`src/design/assert_macros.svh`:
```
// Assertion macros shared by the iterated MD5 hash block.
// Included by every module that carries concurrent assertions.
`ifndef ASSERT_MACROS_SVH
`define ASSERT_MACROS_SVH

// Assertion sampled on the rising clock, disabled while reset is active.
`define IMPH_ASSERT(lbl, clk, rstn, prop, msg) \
  lbl: assert property (@(posedge clk) disable iff (!rstn) prop) else $error(msg);

// Assertion that must hold at every edge, reset included.
`define IMPH_ASSERT_ALWAYS(lbl, clk, prop, msg) \
  lbl: assert property (@(posedge clk) prop) else $error(msg);

`endif

```
`src/design/imph_pkg.sv`:
```
// Package for the iterated MD5 password hash: payload types, MD5 constants,
// and small helper functions. No dependencies.
package imph_pkg;

  localparam int SALT_LEN     = 8;
  localparam int DIGEST_BYTES = 16;
  localparam int HASH_CHARS   = 22;
  localparam int PLEN_W       = 8;   // holds any password length up to 255
  localparam int LEN_W        = 10;  // message length and global byte index
  localparam int BLK_W        = LEN_W - 6;
  localparam int CNT_W        = 5;
  localparam int MAX_LOG2     = 30;

  localparam logic OP_SALT = 1'b0;
  localparam logic OP_PASS = 1'b1;

  localparam logic [7:0] PAD_BYTE = 8'h80;

  // Chaining words packed with word 0 in the low bits.
  localparam logic [127:0] MD5_IV =
    {32'h10325476, 32'h98badcfe, 32'hefcdab89, 32'h67452301};

  localparam logic [31:0] MD5_K [64] = '{
    32'hd76aa478, 32'he8c7b756, 32'h242070db, 32'hc1bdceee,
    32'hf57c0faf, 32'h4787c62a, 32'ha8304613, 32'hfd469501,
    32'h698098d8, 32'h8b44f7af, 32'hffff5bb1, 32'h895cd7be,
    32'h6b901122, 32'hfd987193, 32'ha679438e, 32'h49b40821,
    32'hf61e2562, 32'hc040b340, 32'h265e5a51, 32'he9b6c7aa,
    32'hd62f105d, 32'h02441453, 32'hd8a1e681, 32'he7d3fbc8,
    32'h21e1cde6, 32'hc33707d6, 32'hf4d50d87, 32'h455a14ed,
    32'ha9e3e905, 32'hfcefa3f8, 32'h676f02d9, 32'h8d2a4c8a,
    32'hfffa3942, 32'h8771f681, 32'h6d9d6122, 32'hfde5380c,
    32'ha4beea44, 32'h4bdecfa9, 32'hf6bb4b60, 32'hbebfbc70,
    32'h289b7ec6, 32'heaa127fa, 32'hd4ef3085, 32'h04881d05,
    32'hd9d4d039, 32'he6db99e5, 32'h1fa27cf8, 32'hc4ac5665,
    32'hf4292244, 32'h432aff97, 32'hab9423a7, 32'hfc93a039,
    32'h655b59c3, 32'h8f0ccc92, 32'hffeff47d, 32'h85845dd1,
    32'h6fa87e4f, 32'hfe2ce6e0, 32'ha3014314, 32'h4e0811a1,
    32'hf7537e82, 32'hbd3af235, 32'h2ad7d2bb, 32'heb86d391
  };

  localparam logic [4:0] MD5_S [16] = '{
    5'd7, 5'd12, 5'd17, 5'd22, 5'd5, 5'd9, 5'd14, 5'd20,
    5'd4, 5'd11, 5'd16, 5'd23, 5'd6, 5'd10, 5'd15, 5'd21
  };

  typedef struct packed {
    logic       op;
    logic [7:0] data_byte;
    logic       last;
  } imph_in_t;

  typedef struct packed {
    logic [7:0] hash_char;
    logic       last_char;
    logic       overflow;
  } imph_out_t;

  // One hash job handed from the front to the back.
  typedef struct packed {
    logic [3:0]        salt_len;
    logic [PLEN_W-1:0] pw_len;
    logic              overflow;
  } imph_job_t;

  // Status from the back: the stores are being read.
  typedef struct packed {
    logic busy;
  } imph_stat_t;

  // Byte write into the MD5 block buffer.
  typedef struct packed {
    logic       wr_en;
    logic [5:0] addr;
    logic [7:0] data;
  } imph_fill_t;

  // Rotate amount of one MD5 round.
  function automatic logic [4:0] md5_shift(input logic [5:0] i);
    return MD5_S[{i[5:4], i[1:0]}];
  endfunction

  // Message word used by one MD5 round.
  function automatic logic [3:0] md5_word(input logic [5:0] i);
    logic [7:0] t;
    unique case (i[5:4])
      2'd0:    t = {4'b0000, i[3:0]};
      2'd1:    t = 8'(5 * i + 1);
      2'd2:    t = 8'(3 * i + 5);
      default: t = 8'(7 * i);
    endcase
    return t[3:0];
  endfunction

  // Six-bit value to the "./0-9A-Za-z" alphabet.
  function automatic logic [7:0] b64_char(input logic [5:0] v);
    logic [7:0] w;
    w = {2'b00, v};
    if (v < 6'd2)       return 8'(w + 8'd46);
    else if (v < 6'd12) return 8'(w + 8'd46);
    else if (v < 6'd38) return 8'(w + 8'd53);
    else                return 8'(w + 8'd59);
  endfunction

endpackage

```
`src/design/imph_ram.sv`:
```
// Generic single-port-write, single-port-read RAM with registered read data.
// No dependencies.
module imph_ram #(
  parameter int WIDTH = 8,
  parameter int DEPTH = 64,
  localparam int AW = (DEPTH > 1) ? $clog2(DEPTH) : 1
) (
  input  logic             clk_i,
  input  logic             we_i,
  input  logic [AW-1:0]    waddr_i,
  input  logic [WIDTH-1:0] wdata_i,
  input  logic [AW-1:0]    raddr_i,
  output logic [WIDTH-1:0] rdata_o
);

  logic [WIDTH-1:0] mem_q [DEPTH];

  // Write port and registered read port.
  always_ff @(posedge clk_i) begin
    if (we_i) begin
      mem_q[waddr_i] <= wdata_i;
    end
    rdata_o <= mem_q[raddr_i];
  end

endmodule

```
`src/design/imph_front.sv`:
```
// Front end: accepts salt and password bytes, keeps the salt and counts, and
// queues one hash job for the back end. Uses imph_pkg and assert_macros.svh.
`include "assert_macros.svh"

module imph_front import imph_pkg::*; #(
  parameter int MAX_PASSWORD = 64,
  parameter int AW = 6
) (
  input  logic          clk_i,
  input  logic          rst_ni,
  input  logic          in_valid_i,
  output logic          in_ready_o,
  input  imph_in_t      in_data_i,
  output logic          ram_we_o,
  output logic [AW-1:0] ram_waddr_o,
  output logic [7:0]    ram_wdata_o,
  output logic [63:0]   salt_o,
  output logic          job_valid_o,
  output imph_job_t     job_o,
  input  logic          job_ready_i,
  input  imph_stat_t    stat_i
);

  logic [63:0]       salt_q;
  logic [3:0]        salt_cnt_q;
  logic [PLEN_W-1:0] pw_len_q;
  logic              ovf_q;
  logic              job_valid_q;
  imph_job_t         job_q;

  logic acc, pw_room, salt_room, push;
  logic [PLEN_W-1:0] pw_len_nx;
  logic              ovf_nx;

  // Hold off input while a job waits or the stores are being read.
  assign in_ready_o = !job_valid_q && !stat_i.busy;
  assign acc        = in_valid_i && in_ready_o;
  assign pw_room    = pw_len_q < PLEN_W'(MAX_PASSWORD);
  assign salt_room  = salt_cnt_q < 4'(SALT_LEN);
  assign push       = acc && (in_data_i.op == OP_PASS) && in_data_i.last;
  assign pw_len_nx  = pw_room ? PLEN_W'(pw_len_q + 1'b1) : pw_len_q;
  assign ovf_nx     = ovf_q || !pw_room;

  // Password bytes go straight to the store.
  assign ram_we_o    = acc && (in_data_i.op == OP_PASS) && pw_room;
  assign ram_waddr_o = pw_len_q[AW-1:0];
  assign ram_wdata_o = in_data_i.data_byte;
  assign salt_o      = salt_q;
  assign job_valid_o = job_valid_q;
  assign job_o       = job_q;

  // Salt bytes.
  always_ff @(posedge clk_i) begin
    if (acc && (in_data_i.op == OP_SALT) && salt_room) begin
      salt_q[{salt_cnt_q[2:0], 3'b000} +: 8] <= in_data_i.data_byte;
    end
  end

  // Counters and the one-entry job queue.
  always_ff @(posedge clk_i or negedge rst_ni) begin
    if (!rst_ni) begin
      salt_cnt_q  <= '0;
      pw_len_q    <= '0;
      ovf_q       <= 1'b0;
      job_valid_q <= 1'b0;
    end else begin
      if (job_valid_q && job_ready_i) begin
        job_valid_q <= 1'b0;
      end
      if (push) begin
        salt_cnt_q  <= '0;
        pw_len_q    <= '0;
        ovf_q       <= 1'b0;
        job_valid_q <= 1'b1;
      end else if (acc && (in_data_i.op == OP_SALT)) begin
        if (salt_room) begin
          salt_cnt_q <= 4'(salt_cnt_q + 1'b1);
        end
      end else if (acc) begin
        pw_len_q <= pw_len_nx;
        ovf_q    <= ovf_nx;
      end
    end
  end

  // Job payload.
  always_ff @(posedge clk_i) begin
    if (push) begin
      job_q.salt_len <= salt_cnt_q;
      job_q.pw_len   <= pw_len_nx;
      job_q.overflow <= ovf_nx;
    end
  end

  // A queued job holds until the back end takes it.
  `IMPH_ASSERT(a_job_hold, clk_i, rst_ni,
               job_valid_q && !job_ready_i |=> job_valid_q && $stable(job_q),
               "queued job changed before it was taken")

endmodule

```
`src/design/imph_md5.sv`:
```
// MD5 compression unit: 64-byte block buffer and one round per cycle.
// Uses imph_pkg and assert_macros.svh.
`include "assert_macros.svh"

module imph_md5 import imph_pkg::*; (
  input  logic         clk_i,
  input  logic         rst_ni,
  input  imph_fill_t   fill_i,
  input  logic         start_i,
  input  logic [127:0] chain_i,
  output logic         done_o,
  output logic [127:0] chain_o
);

  logic [31:0]  blk_q [16];
  logic [31:0]  a_q, b_q, c_q, d_q, km_q;
  logic [5:0]   i_q;
  logic         run_q, fin_q, done_q;
  logic [127:0] res_q;

  logic [5:0]  idx_nx;
  logic [31:0] km_nx, f, sum, rot;
  logic [63:0] dbl;

  // Block buffer, written one byte at a time.
  always_ff @(posedge clk_i) begin
    if (fill_i.wr_en) begin
      blk_q[fill_i.addr[5:2]][{fill_i.addr[1:0], 3'b000} +: 8] <= fill_i.data;
    end
  end

  // Constant plus message word for the next round, registered the cycle before it is used.
  assign idx_nx = start_i ? 6'd0 : 6'(i_q + 1'b1);
  assign km_nx  = MD5_K[idx_nx] + blk_q[md5_word(idx_nx)];

  // Round function.
  always_comb begin
    unique case (i_q[5:4])
      2'd0:    f = (b_q & c_q) | (~b_q & d_q);
      2'd1:    f = (d_q & b_q) | (~d_q & c_q);
      2'd2:    f = b_q ^ c_q ^ d_q;
      default: f = c_q ^ (b_q | ~d_q);
    endcase
  end

  assign sum = a_q + f + km_q;
  assign dbl = {sum, sum} << md5_shift(i_q);
  assign rot = dbl[63:32];

  // Round control.
  always_ff @(posedge clk_i or negedge rst_ni) begin
    if (!rst_ni) begin
      run_q  <= 1'b0;
      fin_q  <= 1'b0;
      done_q <= 1'b0;
      i_q    <= '0;
    end else begin
      fin_q  <= 1'b0;
      done_q <= fin_q;
      if (start_i) begin
        run_q <= 1'b1;
        i_q   <= '0;
      end else if (run_q) begin
        i_q <= 6'(i_q + 1'b1);
        if (i_q == 6'd63) begin
          run_q <= 1'b0;
          fin_q <= 1'b1;
        end
      end
    end
  end

  // Working variables and the final feed-forward add.
  always_ff @(posedge clk_i) begin
    if (start_i) begin
      a_q  <= chain_i[31:0];
      b_q  <= chain_i[63:32];
      c_q  <= chain_i[95:64];
      d_q  <= chain_i[127:96];
      km_q <= km_nx;
    end else if (run_q) begin
      a_q  <= d_q;
      d_q  <= c_q;
      c_q  <= b_q;
      b_q  <= b_q + rot;
      km_q <= km_nx;
    end
    if (fin_q) begin
      res_q <= {d_q + chain_i[127:96], c_q + chain_i[95:64],
                b_q + chain_i[63:32], a_q + chain_i[31:0]};
    end
  end

  assign done_o  = done_q;
  assign chain_o = res_q;

  // A block never starts while another is being compressed.
  `IMPH_ASSERT(a_no_restart, clk_i, rst_ni, start_i |-> !run_q && !fin_q,
               "block started during compression")

endmodule

```
`src/design/imph_back.sv`:
```
// Back end: builds padded MD5 blocks from salt, digest and password, runs the
// iterated rounds, and emits the encoded hash. Uses imph_pkg, assert_macros.svh.
`include "assert_macros.svh"

module imph_back import imph_pkg::*; #(
  parameter int AW = 6
) (
  input  logic          clk_i,
  input  logic          rst_ni,
  input  logic [4:0]    log2_rounds_i,
  input  logic          job_valid_i,
  input  imph_job_t     job_i,
  output logic          job_ready_o,
  input  logic [63:0]   salt_i,
  output logic [AW-1:0] ram_raddr_o,
  input  logic [7:0]    ram_rdata_i,
  output imph_stat_t    stat_o,
  output imph_fill_t    fill_o,
  output logic          core_start_o,
  output logic [127:0]  core_chain_o,
  input  logic          core_done_i,
  input  logic [127:0]  core_chain_i,
  output logic          out_valid_o,
  input  logic          out_ready_i,
  output imph_out_t     out_data_o
);

  localparam logic [2:0] S_IDLE  = 3'd0;
  localparam logic [2:0] S_FILL  = 3'd1;
  localparam logic [2:0] S_DRAIN = 3'd2;
  localparam logic [2:0] S_RUN   = 3'd3;
  localparam logic [2:0] S_OUT   = 3'd4;

  logic [2:0]        state_q, state_d;
  logic [BLK_W-1:0]  blk_q, blk_d;
  logic [5:0]        pos_q, pos_d;
  logic              first_q, first_d;
  logic [30:0]       rounds_q, rounds_d;
  logic [3:0]        salt_len_q, salt_len_d;
  logic [PLEN_W-1:0] pw_len_q, pw_len_d;
  logic              ovf_q, ovf_d;
  logic [CNT_W-1:0]  cnt_q, cnt_d;
  logic [127:0]      chain_q, chain_d;
  logic [127:0]      digest_q, digest_d;
  logic              wr_valid_q, wr_valid_d;
  logic [5:0]        wr_pos_q;
  logic              wr_ram_q, sel_ram;
  logic [7:0]        wr_byte_q, sel_byte;
  logic              out_valid_q, out_valid_d;
  imph_out_t         out_q, out_d;

  logic [LEN_W-1:0] prefix_len, msg_len, padded, gi, pw_idx;
  logic [BLK_W-1:0] nblk;
  logic             last_blk, out_load;
  logic [12:0]      bitlen;
  logic [4:0]       n_clamped;

  // Message layout of the current pass.
  assign prefix_len = first_q ? LEN_W'(salt_len_q) : LEN_W'(DIGEST_BYTES);
  assign msg_len    = LEN_W'(prefix_len + LEN_W'(pw_len_q));
  assign padded     = LEN_W'(msg_len + LEN_W'(72));
  assign nblk       = padded[LEN_W-1:6];
  assign last_blk   = BLK_W'(blk_q + 1'b1) == nblk;
  assign gi         = {blk_q, pos_q};
  assign pw_idx     = LEN_W'(gi - prefix_len);
  assign bitlen     = {msg_len, 3'b000};
  assign ram_raddr_o = pw_idx[AW-1:0];
  assign n_clamped  = (log2_rounds_i > 5'(MAX_LOG2)) ? 5'(MAX_LOG2) : log2_rounds_i;

  // Source of the byte at the current fill position.
  always_comb begin
    sel_ram  = 1'b0;
    sel_byte = 8'h00;
    priority if (gi < prefix_len) begin
      sel_byte = first_q ? salt_i[{gi[2:0], 3'b000} +: 8]
                         : digest_q[{gi[3:0], 3'b000} +: 8];
    end else if (gi < msg_len) begin
      sel_ram = 1'b1;
    end else if (gi == msg_len) begin
      sel_byte = PAD_BYTE;
    end else if (last_blk && pos_q == 6'd56) begin
      sel_byte = bitlen[7:0];
    end else if (last_blk && pos_q == 6'd57) begin
      sel_byte = {3'b000, bitlen[12:8]};
    end else begin
      sel_byte = 8'h00;
    end
  end

  // Block buffer writes, registered in the cycle after the store read.
  assign fill_o.wr_en = wr_valid_q;
  assign fill_o.addr  = wr_pos_q;
  assign fill_o.data  = wr_ram_q ? ram_rdata_i : wr_byte_q;

  assign core_start_o = (state_q == S_DRAIN);
  assign core_chain_o = chain_q;
  assign job_ready_o  = (state_q == S_IDLE);
  assign stat_o.busy  = (state_q == S_FILL) || (state_q == S_DRAIN) || (state_q == S_RUN);

  assign out_load = (state_q == S_OUT) && (cnt_q < CNT_W'(HASH_CHARS)) &&
                    (!out_valid_q || out_ready_i);

  // Sequencer.
  always_comb begin
    state_d    = state_q;
    blk_d      = blk_q;
    pos_d      = pos_q;
    first_d    = first_q;
    rounds_d   = rounds_q;
    salt_len_d = salt_len_q;
    pw_len_d   = pw_len_q;
    ovf_d      = ovf_q;
    cnt_d      = cnt_q;
    chain_d    = chain_q;
    digest_d   = digest_q;
    wr_valid_d = 1'b0;
    unique case (state_q)
      S_IDLE: begin
        if (job_valid_i) begin
          salt_len_d = job_i.salt_len;
          pw_len_d   = job_i.pw_len;
          ovf_d      = job_i.overflow;
          rounds_d   = 31'(1) << n_clamped;
          first_d    = 1'b1;
          chain_d    = MD5_IV;
          blk_d      = '0;
          pos_d      = '0;
          cnt_d      = '0;
          state_d    = S_FILL;
        end
      end
      S_FILL: begin
        wr_valid_d = 1'b1;
        pos_d      = 6'(pos_q + 1'b1);
        if (pos_q == 6'd63) begin
          state_d = S_DRAIN;
        end
      end
      S_DRAIN: begin
        state_d = S_RUN;
      end
      S_RUN: begin
        if (core_done_i) begin
          pos_d = '0;
          if (!last_blk) begin
            blk_d   = BLK_W'(blk_q + 1'b1);
            chain_d = core_chain_i;
            state_d = S_FILL;
          end else begin
            digest_d = core_chain_i;
            chain_d  = MD5_IV;
            blk_d    = '0;
            state_d  = S_FILL;
            if (first_q) begin
              first_d = 1'b0;
            end else if (rounds_q == 31'd1) begin
              state_d = S_OUT;
            end else begin
              rounds_d = 31'(rounds_q - 1'b1);
            end
          end
        end
      end
      S_OUT: begin
        if (cnt_q == CNT_W'(HASH_CHARS)) begin
          state_d = S_IDLE;
        end else if (out_load) begin
          digest_d = digest_q >> 6;
          cnt_d    = CNT_W'(cnt_q + 1'b1);
        end
      end
      default: begin
        state_d = S_IDLE;
      end
    endcase
  end

  // Output register: a new character loads when the slot is free.
  always_comb begin
    out_d           = out_q;
    out_valid_d     = out_valid_q && !out_ready_i;
    if (out_load) begin
      out_valid_d     = 1'b1;
      out_d.hash_char = b64_char(digest_q[5:0]);
      out_d.last_char = (cnt_q == CNT_W'(HASH_CHARS - 1));
      out_d.overflow  = ovf_q;
    end
  end

  // Control state.
  always_ff @(posedge clk_i or negedge rst_ni) begin
    if (!rst_ni) begin
      state_q     <= S_IDLE;
      blk_q       <= '0;
      pos_q       <= '0;
      first_q     <= 1'b0;
      cnt_q       <= '0;
      wr_valid_q  <= 1'b0;
      out_valid_q <= 1'b0;
    end else begin
      state_q     <= state_d;
      blk_q       <= blk_d;
      pos_q       <= pos_d;
      first_q     <= first_d;
      cnt_q       <= cnt_d;
      wr_valid_q  <= wr_valid_d;
      out_valid_q <= out_valid_d;
    end
  end

  // Payload registers.
  always_ff @(posedge clk_i) begin
    rounds_q   <= rounds_d;
    salt_len_q <= salt_len_d;
    pw_len_q   <= pw_len_d;
    ovf_q      <= ovf_d;
    chain_q    <= chain_d;
    digest_q   <= digest_d;
    out_q      <= out_d;
    wr_pos_q   <= pos_q;
    wr_ram_q   <= sel_ram;
    wr_byte_q  <= sel_byte;
  end

  assign out_valid_o = out_valid_q;
  assign out_data_o  = out_q;

  // Buffer writes only happen while a block is being filled.
  `IMPH_ASSERT(a_fill_window, clk_i, rst_ni,
               wr_valid_q |-> state_q == S_FILL || state_q == S_DRAIN,
               "block buffer written outside the fill phase")
  // Never more characters than one hash has.
  `IMPH_ASSERT_ALWAYS(a_char_count, clk_i, cnt_q <= CNT_W'(HASH_CHARS),
                      "character count out of range")

endmodule

```
`src/design/iterated_md5_password_hash.sv`:
```
// Channel | Direction | Payload
// --------+-----------+--------------------------------------------
// cfg     | in        | log2_rounds, 5 bits
// in      | in        | imph_in_t: op, data_byte, last
// out     | out       | imph_out_t: hash_char, last_char, overflow
//
// Salt and password bytes are taken one per cycle while in_ready_o is high.
// The final password byte starts a hash of 2^n + 1 MD5 passes (n =
// log2_rounds, at most 30); each 64-byte block is filled from the stores
// and then run through the one-round-per-cycle compression unit; a pass has
// one or two blocks. The 22 characters then leave at one per cycle when
// out_ready_i is high. Input is held off while a job waits or the stores are
// being read. Reset clears control state only; no clearing pass is needed.
// Top level of the iterated MD5 password hash; uses imph_pkg, imph_front,
// imph_back, imph_md5 and imph_ram.
module iterated_md5_password_hash import imph_pkg::*; #(
  parameter int MAX_PASSWORD = 64
) (
  input  logic       clk_i,
  input  logic       rst_ni,
  input  logic       cfg_valid_i,
  output logic       cfg_ready_o,
  input  logic [4:0] cfg_data_i,
  input  logic       in_valid_i,
  output logic       in_ready_o,
  input  imph_in_t   in_data_i,
  output logic       out_valid_o,
  input  logic       out_ready_i,
  output imph_out_t  out_data_o
);

  localparam int PW_AW = (MAX_PASSWORD > 1) ? $clog2(MAX_PASSWORD) : 1;

  logic [4:0]       log2_rounds_q;
  logic             ram_we;
  logic [PW_AW-1:0] ram_waddr, ram_raddr;
  logic [7:0]       ram_wdata, ram_rdata;
  logic [63:0]      salt;
  logic             job_valid, job_ready;
  imph_job_t        job;
  imph_stat_t       stat;
  imph_fill_t       fill;
  logic             core_start, core_done;
  logic [127:0]     core_chain_in, core_chain_out;

  // Rounds register; a transfer is always taken.
  assign cfg_ready_o = 1'b1;
  always_ff @(posedge clk_i or negedge rst_ni) begin
    if (!rst_ni) begin
      log2_rounds_q <= 5'd10;
    end else if (cfg_valid_i) begin
      log2_rounds_q <= cfg_data_i;
    end
  end

  imph_front #(.MAX_PASSWORD(MAX_PASSWORD), .AW(PW_AW)) u_front (
    .clk_i, .rst_ni, .in_valid_i, .in_ready_o, .in_data_i,
    .ram_we_o(ram_we), .ram_waddr_o(ram_waddr), .ram_wdata_o(ram_wdata),
    .salt_o(salt), .job_valid_o(job_valid), .job_o(job),
    .job_ready_i(job_ready), .stat_i(stat)
  );

  imph_ram #(.WIDTH(8), .DEPTH(MAX_PASSWORD)) u_pw_ram (
    .clk_i, .we_i(ram_we), .waddr_i(ram_waddr), .wdata_i(ram_wdata),
    .raddr_i(ram_raddr), .rdata_o(ram_rdata)
  );

  imph_back #(.AW(PW_AW)) u_back (
    .clk_i, .rst_ni, .log2_rounds_i(log2_rounds_q),
    .job_valid_i(job_valid), .job_i(job), .job_ready_o(job_ready),
    .salt_i(salt), .ram_raddr_o(ram_raddr), .ram_rdata_i(ram_rdata),
    .stat_o(stat), .fill_o(fill), .core_start_o(core_start),
    .core_chain_o(core_chain_in), .core_done_i(core_done),
    .core_chain_i(core_chain_out), .out_valid_o, .out_ready_i, .out_data_o
  );

  imph_md5 u_md5 (
    .clk_i, .rst_ni, .fill_i(fill), .start_i(core_start),
    .chain_i(core_chain_in), .done_o(core_done), .chain_o(core_chain_out)
  );

endmodule

```
`config.mk`:
```
export PLATFORM = sky130hd
export DESIGN_NAME = iterated_md5_password_hash
export DESIGN_NICKNAME = d
export VERILOG_FILES = /design/src/design/imph_pkg.sv /design/src/design/imph_ram.sv /design/src/design/imph_front.sv /design/src/design/imph_md5.sv /design/src/design/imph_back.sv /design/src/design/iterated_md5_password_hash.sv
export VERILOG_INCLUDE_DIRS = /design/src /design/src/design
export SDC_FILE = /design/constraint.sdc
export NUM_CORES = 2
export LEC_CHECK = 0
export BUFFER_PORTS_ARGS = -buffer_cell sky130_fd_sc_hd__buf_2
export CAP_MARGIN = 15
export CORE_AREA = 5 5 408 571
export CTS_CLUSTER_DIAMETER = 200
export DETAILED_ROUTE_END_ITERATION = 6
export DIE_AREA = 0 0 413 576
export PLACE_DENSITY = 0.53
export SLEW_MARGIN = 0
export SYNTH_ARGS = -nofsm -noshare
export SYNTH_HDL_FRONTEND = slang
export SYNTH_SLANG_ARGS = --single-unit
```
`constraint.sdc`:
```
create_clock -name clk_i -period 25.8 [get_ports clk_i]
set_clock_uncertainty 0.15 [all_clocks]
set_input_delay 1.29 -clock clk_i [delete_from_list [all_inputs] [get_ports clk_i]]
set_output_delay 1.29 -clock clk_i [all_outputs]
set_load 0.01 [all_outputs]
```
* Word level (Yosys, flattened, before mapping)
Memory sizes are Yosys's and may differ from the RTL's. A register that Yosys moved wholly into a read port is not among the register bits.
Index checks and enable logic that the tools add are counted.
** Storage, ports and cells
- Bits in registers :: 739
- RAM bits :: 1024
- ROM bits :: 2128
- Input bits :: 20
- Output and inout port bits :: 13
- Logic and storage cells :: 270
- Memories :: 4
** Memory list
- (no name shown) :: depth 64, bits a word 32, read ports 1, clocked after Yosys merged registers in 0, wr ports 0, line imph_md5.sv:34 : assign km_nx = MD5_K[idx_nx] + blk_q[md5_word(idx_nx)];
- u_md5.blk_q :: depth 16, bits a word 32, read ports 1, clocked after Yosys merged registers in 0, wr ports 1, line imph_md5.sv:15 : logic [31:0] blk_q [16];
- u_pw_ram.mem_q :: depth 64, bits a word 8, read ports 1, clocked after Yosys merged registers in 1, wr ports 1, line imph_ram.sv:16 : logic [WIDTH-1:0] mem_q [DEPTH];
- (no name shown) :: depth 16, bits a word 5, read ports 1, clocked after Yosys merged registers in 0, wr ports 0, line imph_pkg.sv:80 : return MD5_S[{i[5:4], i[1:0]}];
** Cells by class
- Add/subtract/negate cells :: 25
- Multiply operators :: 3
- $lt $le $gt $ge :: 11
- Eq/ne operators :: 27
- Shift operators :: 8
- Muxes and demuxes :: 95
- Bitwise gates (word level) :: 15
- Reduce and logical (&&, ||, !) cells :: 44
** Operator list (number)
- 128-bit 2-to-1 mux :: 7
- 128-bit case mux with 2 select lines :: 2
- 32-bit 2-to-1 mux :: 13
- 32-bit adder :: 8
- 31-bit 2-to-1 mux :: 5
- 32-bit AND :: 4
- 128-bit by 8-bit variable part select with 8-bit output :: 1
- 8-bit 2-to-1 mux :: 13
- 32-bit bitwise OR :: 3
- 32-bit case mux with 3 select lines :: 1
- 32-bit bitwise XOR :: 3
- 64-bit bitwise mux :: 1
- 32-bit inverter :: 2
- 8-bit by 8-bit variable shift with 64-bit output, first input constant :: 1
- 64-bit by 7-bit variable part select with 8-bit output :: 1
- 8-bit by 8-bit variable part select with 64-bit output :: 1
- 64-bit by 5-bit << shifter with 64-bit output :: 1
- 31-bit case mux with 2 select lines :: 1
- 5-bit 2-to-1 mux :: 8
- 8-bit by 7-bit variable shift with 32-bit output, first input constant :: 1
- 8-bit by 7-bit variable part select with 32-bit output :: 1
- 31-bit by 1-bit equality test with 1-bit output, second input constant :: 1
- 1-bit by 5-bit << shifter with 31-bit output, first input constant :: 1
- 31-bit by 1-bit subtractor with 31-bit output, second input constant :: 1
- 60 further kinds :: 147

* Depth between registers and ports, before layout
- Word-level depth :: 10
- Gate-level depth with buffers :: 38
- Mapped depth without buffers :: 34

* Hierarchy
From an unflattened synthesis, not the netlist that was laid out.
** Unflattened totals
- Cell total of the unflattened synthesis :: 7405
- Area total of the unflattened synthesis :: 91225.0 µm²
** Modules (own cells, without submodules)
- imph_md5 :: times used 1, cells an instance 4750, area each 50145.6 µm², seq. area each 24248.3 µm²
- imph_ram :: times used 1, cells an instance 940, area each 20166.8 µm², seq. area each 15534.9 µm²
- imph_back :: times used 1, cells an instance 1425, area each 16869.9 µm², seq. area each 10104.7 µm²
- imph_front :: times used 1, cells an instance 278, area each 3847.4 µm², seq. area each 2662.6 µm²
- iterated_md5_password_hash :: times used 1, cells an instance 12, area each 195.2 µm², seq. area each 127.6 µm²

* Least setup slack after synthesis
Ideal clock, no wire load.
- Kind :: register to register
- From :: reg u_back.first_q
- To :: reg u_back.digest_q[0] (enable)
- Setup time :: 0.804 ns
- Arrival time :: 12.272 ns
- Data required time :: 24.846 ns
- Setup slack :: 12.573 ns
- Stages on the path, launching flop included :: 15
- Period minus slack after synthesis :: 13.227 ns
- Cell sequence :: dfrtp_1 > and2_1 > ha_1 > fa_1 > a21o_1 > a21oi_1 > o21bai_1 > nand2_1 > xor2_1 > o21ai_1 > nor4bb_1 > a311oi_1 > nor2_1 > a21oi_1 > a211oi_1
** On the way
- Word-level cells in the longest chain between the ends :: 6
** RTL lines
- start, declared :: line imph_back.sv:37 : logic first_q, first_d;
- start signal, assigned :: line imph_back.sv:204 : first_q <= first_d;
- 5-bit 2-to-1 mux :: line imph_back.sv:59 : assign prefix_len = first_q ? LEN_W'(salt_len_q) : LEN_W'(DIGEST_BYTES);
- 10-bit by 8-bit adder with 10-bit output :: line imph_back.sv:60 : assign msg_len = LEN_W'(prefix_len + LEN_W'(pw_len_q));
- 10-bit by 7-bit adder with 10-bit output :: line imph_back.sv:61 : assign padded = LEN_W'(msg_len + LEN_W'(72));
- 4-bit equality test :: line imph_back.sv:63 : assign last_blk = BLK_W'(blk_q + 1'b1) == nblk;
- 2-bit by 1-bit inequality test with 1-bit output (no source line)
- 5-bit AND reduction (no source line)
- end signal, assigned :: line imph_back.sv:218 : digest_q <= digest_d;
- end, declared :: line imph_back.sv:44 : logic [127:0] digest_q, digest_d;
Every way passes these cells.
A chain may end at the register's enable or synchronous reset.

* Final worst setup path
- From :: reg u_md5.i_q[4]
- To :: reg u_md5.b_q[31] (data pin)
** On the way
- Word-level cells in the longest chain between the ends :: 8
** RTL lines
- start, declared :: line imph_md5.sv:17 : logic [5:0] i_q;
- start signal, assigned :: line imph_md5.sv:64 : i_q <= 6'(i_q + 1'b1);
- 2-bit equality test, or another cell as far along :: line imph_md5.sv:38 : unique case (i_q[5:4])
- 32-bit case mux with 3 select lines / memory 16 x 5 bit (equally long branches)
- 32-bit adder / 5-bit 2-to-1 mux (equally long branches) (2 in series) :: line imph_md5.sv:46, imph_pkg.sv:80
- 64-bit by 5-bit << shifter with 64-bit output (*) :: line imph_md5.sv:47 : assign dbl = {sum, sum} << md5_shift(i_q);
- 32-bit adder (*) :: line imph_md5.sv:85 : b_q <= b_q + rot;
- 32-bit 2-to-1 mux (*) :: line imph_md5.sv:81 : end else if (run_q) begin
- 32-bit 2-to-1 mux (*) :: line imph_md5.sv:75 : if (start_i) begin
- end signal, assigned :: line imph_md5.sv:77 : b_q <= chain_i[63:32];
- end signal, assigned :: line imph_md5.sv:85
- end, declared :: line imph_md5.sv:16 : logic [31:0] a_q, b_q, c_q, d_q, km_q;
Mark *: on every way between the ends. The rest lies on a longest branch, timed or not. The select of a mux whose other input is x is not followed.

==> run_results.csv <==
group,metric,value,unit
flow_run,max-cap-violations,0,
clock_tree,htreeDepth,4,
synthesis,syn_avg_cell_area,12.1,um2
min_path,min-delay-path-class,"input pin to async pin",
pwr,ir_drop,0.0604,mV
sta,whs,0.260,ns
route,wl_per_cell,26.6,um
global_routing,grt-ovfl-total,0,
clock_tree,cts_setup_buffers,0,
clock_tree,clock_latency,0.86,ns
layout,nets,7726,
setup_path,startpoint_type,"register",
setup_path,critical_path_required,26.22,ns
layout,final_cell_mix,"edfxtp_1, nand2_1, nor2_1, a21oi_1, ha_1",
clock_tree,clk_path_buf_depth,4,
route,dr_total_vias,60700,
global_routing,grt_max_degree,181,
placed_design,gp_congestion,0.925,
sta,hold_violations,0,
clock_tree,numClockSinks,1770,
route,via_per_inst,5.75,
placed_design,place_inst,10200,
route,first_pass_iters,7,
setup_path,cp_data_arrival_time,10.66,ns
layout,drive_above_1_share,9.71,%
sta,worst_slack,15.56,ns
synthesis,ys_seq_elements,1770,
pwr,power_frac_seq,53.7,%
synthesis,yosysWarnings,0,
floorplan,die_height,576,um
placed_design,io_buffers,30,
pwr,power_frac_comb,0.5,%
global_routing,antenna_found_initial,7,
pwr,leakagePower,33.5,nW
synthesis,synth_edf_count,1698,
layout,final_area,0.0997,mm2
sta,setup_tns,0,ns
synthesis,synthArstFlopShare,2.77,%
synthesis,ys_types,97,
pwr,power.density,58.3,mW/mm2
layout,layout_commonest_cell,"edfxtp_1",
setup_path,crit_path_end_kind,"register",
sta,worst_slew_margin_rel,19.0,%
clock_tree,ctsHoldBuffers,0,
synthesis,syn_nets,7802,
synthesis,netlist_area,0.0903,mm2
layout,utilization,44.0,%
setup_path,max_stage_delay,0.64,ns
synthesis,synth_flop_cell,"edfxtp_1",
sta,layout_min_cycle_time,10.24,ns
outcome,outcome,"finished with violations",
sta,fin_crit_sh,39.7,%
pwr,p_int,4.64,mW
setup_path,slowest_stage,"dfrtp_4",
floorplan,core,0.227,mm2
clock_tree,cts_resized,0,
route,drcViolationCount,1,
setup_path,path_class,"register to register",
global_routing,grt_pass1_wl,408000,um
layout,area_growth,10.4,%
sta,slew_violations,0,
placed_design,post-place-ws,15.60,ns
pwr,power.switching,1.17,mW
synthesis,yosysSeqAreaShare,58.3,%
clock_tree,cts_tree,"yes",
setup_path,crit_top_cell,"a21oi_1",
route,totalWireLength,280000,um
floorplan,dieArea,0.238,mm2
synthesis,syn-instance-count,7446,
clock_tree,clk_pin_slew_worst_paths,0.07,ns
floorplan,initial_core_util,39.8,%
pwr,total_power,5.81,mW
placed_design,placed_area,0.0937,mm2
route,ant_nets,0,
sta,tightest_slew,1.18,ns
sta,max_clock_freq,97.7,MHz
placed_design,hpwl,194000,um
setup_path,crit_fanout,51,
clock_tree,root_buffer,"clkbuf_16",
floorplan,rows,207,
pwr,p_sw_share,20.2,%
pwr,power.share.clock,45.9,%
floorplan,ios,33,
outcome,violations,"DRC",
sta,rsz0062_at_grt,"false",
clock_tree,cts_buffers,186,
layout,final_cells,10600,
global_routing,grt_pass1_vias,60300,
global_routing,track_usage,23.0,%
sta,setup_viol,0,
route,drt_iter0_markers,5024,
floorplan,fp.dieW,413,um
-- kinds of logic after synthesis --
kind of cell	count (synthesis)	share of synthesized area, %
other	2	0.00832
XOR/XNOR	303	2.94
AND/OR/NAND/NOR	2461	12.3
buffers and inverters	656	2.81
multiplexers	335	6.89
AO/OA/AOI/OAI	1553	11.4
adder cells (fa/ha/maj)	366	5.35
flip-flops	1770	58.3
-- final cells by class --
cell class	instances	area [um2]
Fill cell	20700	127000
Sequential cell	1770	52700
Multi-Input combinational cell	5020	35300
Clock buffer	233	5030
Tap cell	3030	3790
Timing Repair Buffer	135	1000
Inverter	257	970
Clock inverter	96	860
Antenna cell	13	32.5
-- path summary, 6_finish.rpt --
kind	to	cells past startpoint	startpoint	slack, ns
setup / recovery	u_md5.b_q[31]	34	u_md5.i_q[4]	15.56
hold / removal	u_front.pw_len_q[5]	1	rst_ni	0.26
setup reg to reg	u_md5.b_q[31]	34	u_md5.i_q[4]	15.56
hold reg to reg	u_back.pw_len_q[1]	0	u_front.job_o[2]	0.27
max in group asynchronous	u_md5.fin_q	2	rst_ni	24.10
min in group clk_i	u_back.pw_len_q[1]	0	u_front.job_o[2]	0.27
-- metal layers --
metal  track usage [%]  wire length, um  vias up  share of wire [%]
met3              2.43            12100      611                4.3
met1              27.1           106000    30600                 38
met4              13.5            19800        0                7.0
met2              40.6           142000     1885                 51
met5                 0                0        -                  0
li1                  -                -    27600                  -
-- synth_stat cells, drive strengths merged, types with 23 or more instances --
master / instances / area share (%)
o21bai: 25 / 0.21
mux4: 227 / 5.7
inv: 254 / 1.1
buf: 105 / 0.52
and3: 23 / 0.16
or3: 25 / 0.17
nor2b: 43 / 0.30
ha: 292 / 4.0
nand2: 1200 / 5.0
dfrtp: 47 / 1.3
nor3: 87 / 0.48
o22ai: 41 / 0.28
a311oi: 77 / 0.75
fa: 44 / 0.98
edfxtp: 1698 / 56
nand2b: 104 / 0.72
and2: 286 / 2.0
o21ai: 265 / 1.5
nor2: 459 / 1.9
clkbuf: 294 / 1.2
a31oi: 132 / 0.92
a211oi: 214 / 1.8
a21o: 108 / 0.90
o211ai: 41 / 0.35
a21oi: 377 / 2.1
o21a: 48 / 0.40
xor2: 113 / 1.1
xnor2: 190 / 1.8
maj3: 30 / 0.33
mux2i: 87 / 0.97
o22a: 33 / 0.32
dfxtp: 23 / 0.51
nand4: 28 / 0.19
o221ai: 47 / 0.46
nand3: 125 / 0.69
-- critical path: cells and delay by family, from the launching register on --
kind | cells | cell delay (ns)
AOI/OAI and AO/OA | 17 | 4.05
xor gates and xnor gates | 2 | 0.39
adders and majority gates | 4 | 1.54
buffers and inverters | 3 | 1.19
DFF | 1 | 0.64
muxes | 2 | 0.50
and+or+nand+nor | 6 | 1.46
-- power groups by stage --
| stage | registers (mW) | logic [mW] | clock network, mW |
|---|---|---|---|
| after detailed placement | 3.18 | 0.0282 | 0 |
| after floorplan | 3.18 | 0.00574 | 0 |
| after global placement | 3.18 | 0.0269 | 0 |
| after global routing | 3.12 | 0.0299 | 2.84 |
| final | 3.12 | 0.0270 | 2.67 |
| after CTS | 3.12 | 0.0282 | 2.72 |
-- registers in the layout, indices dropped and copies added (netlist names), 8 cells and up --
| name | cells |
|---|---|
| u_back.core_chain_o | 128 |
| u_back.digest_q | 128 |
| u_back.out_data_o | 9 |
| u_back.pw_len_q | 8 |
| u_back.rounds_q | 31 |
| u_back.wr_byte_q | 8 |
| u_front.job_o | 13 |
| u_front.pw_len_q | 8 |
| u_front.salt_o | 64 |
| u_md5.a_q | 32 |
| u_md5.b_q | 32 |
| u_md5.blk_q | 512 |
| u_md5.c_q | 32 |
| u_md5.chain_o | 128 |
| u_md5.d_q | 32 |
| u_md5.km_q | 32 |
| u_pw_ram.mem_q | 512 |
| u_pw_ram.rdata_o | 8 |
Note: power is estimated with default switching activity, not from simulation.
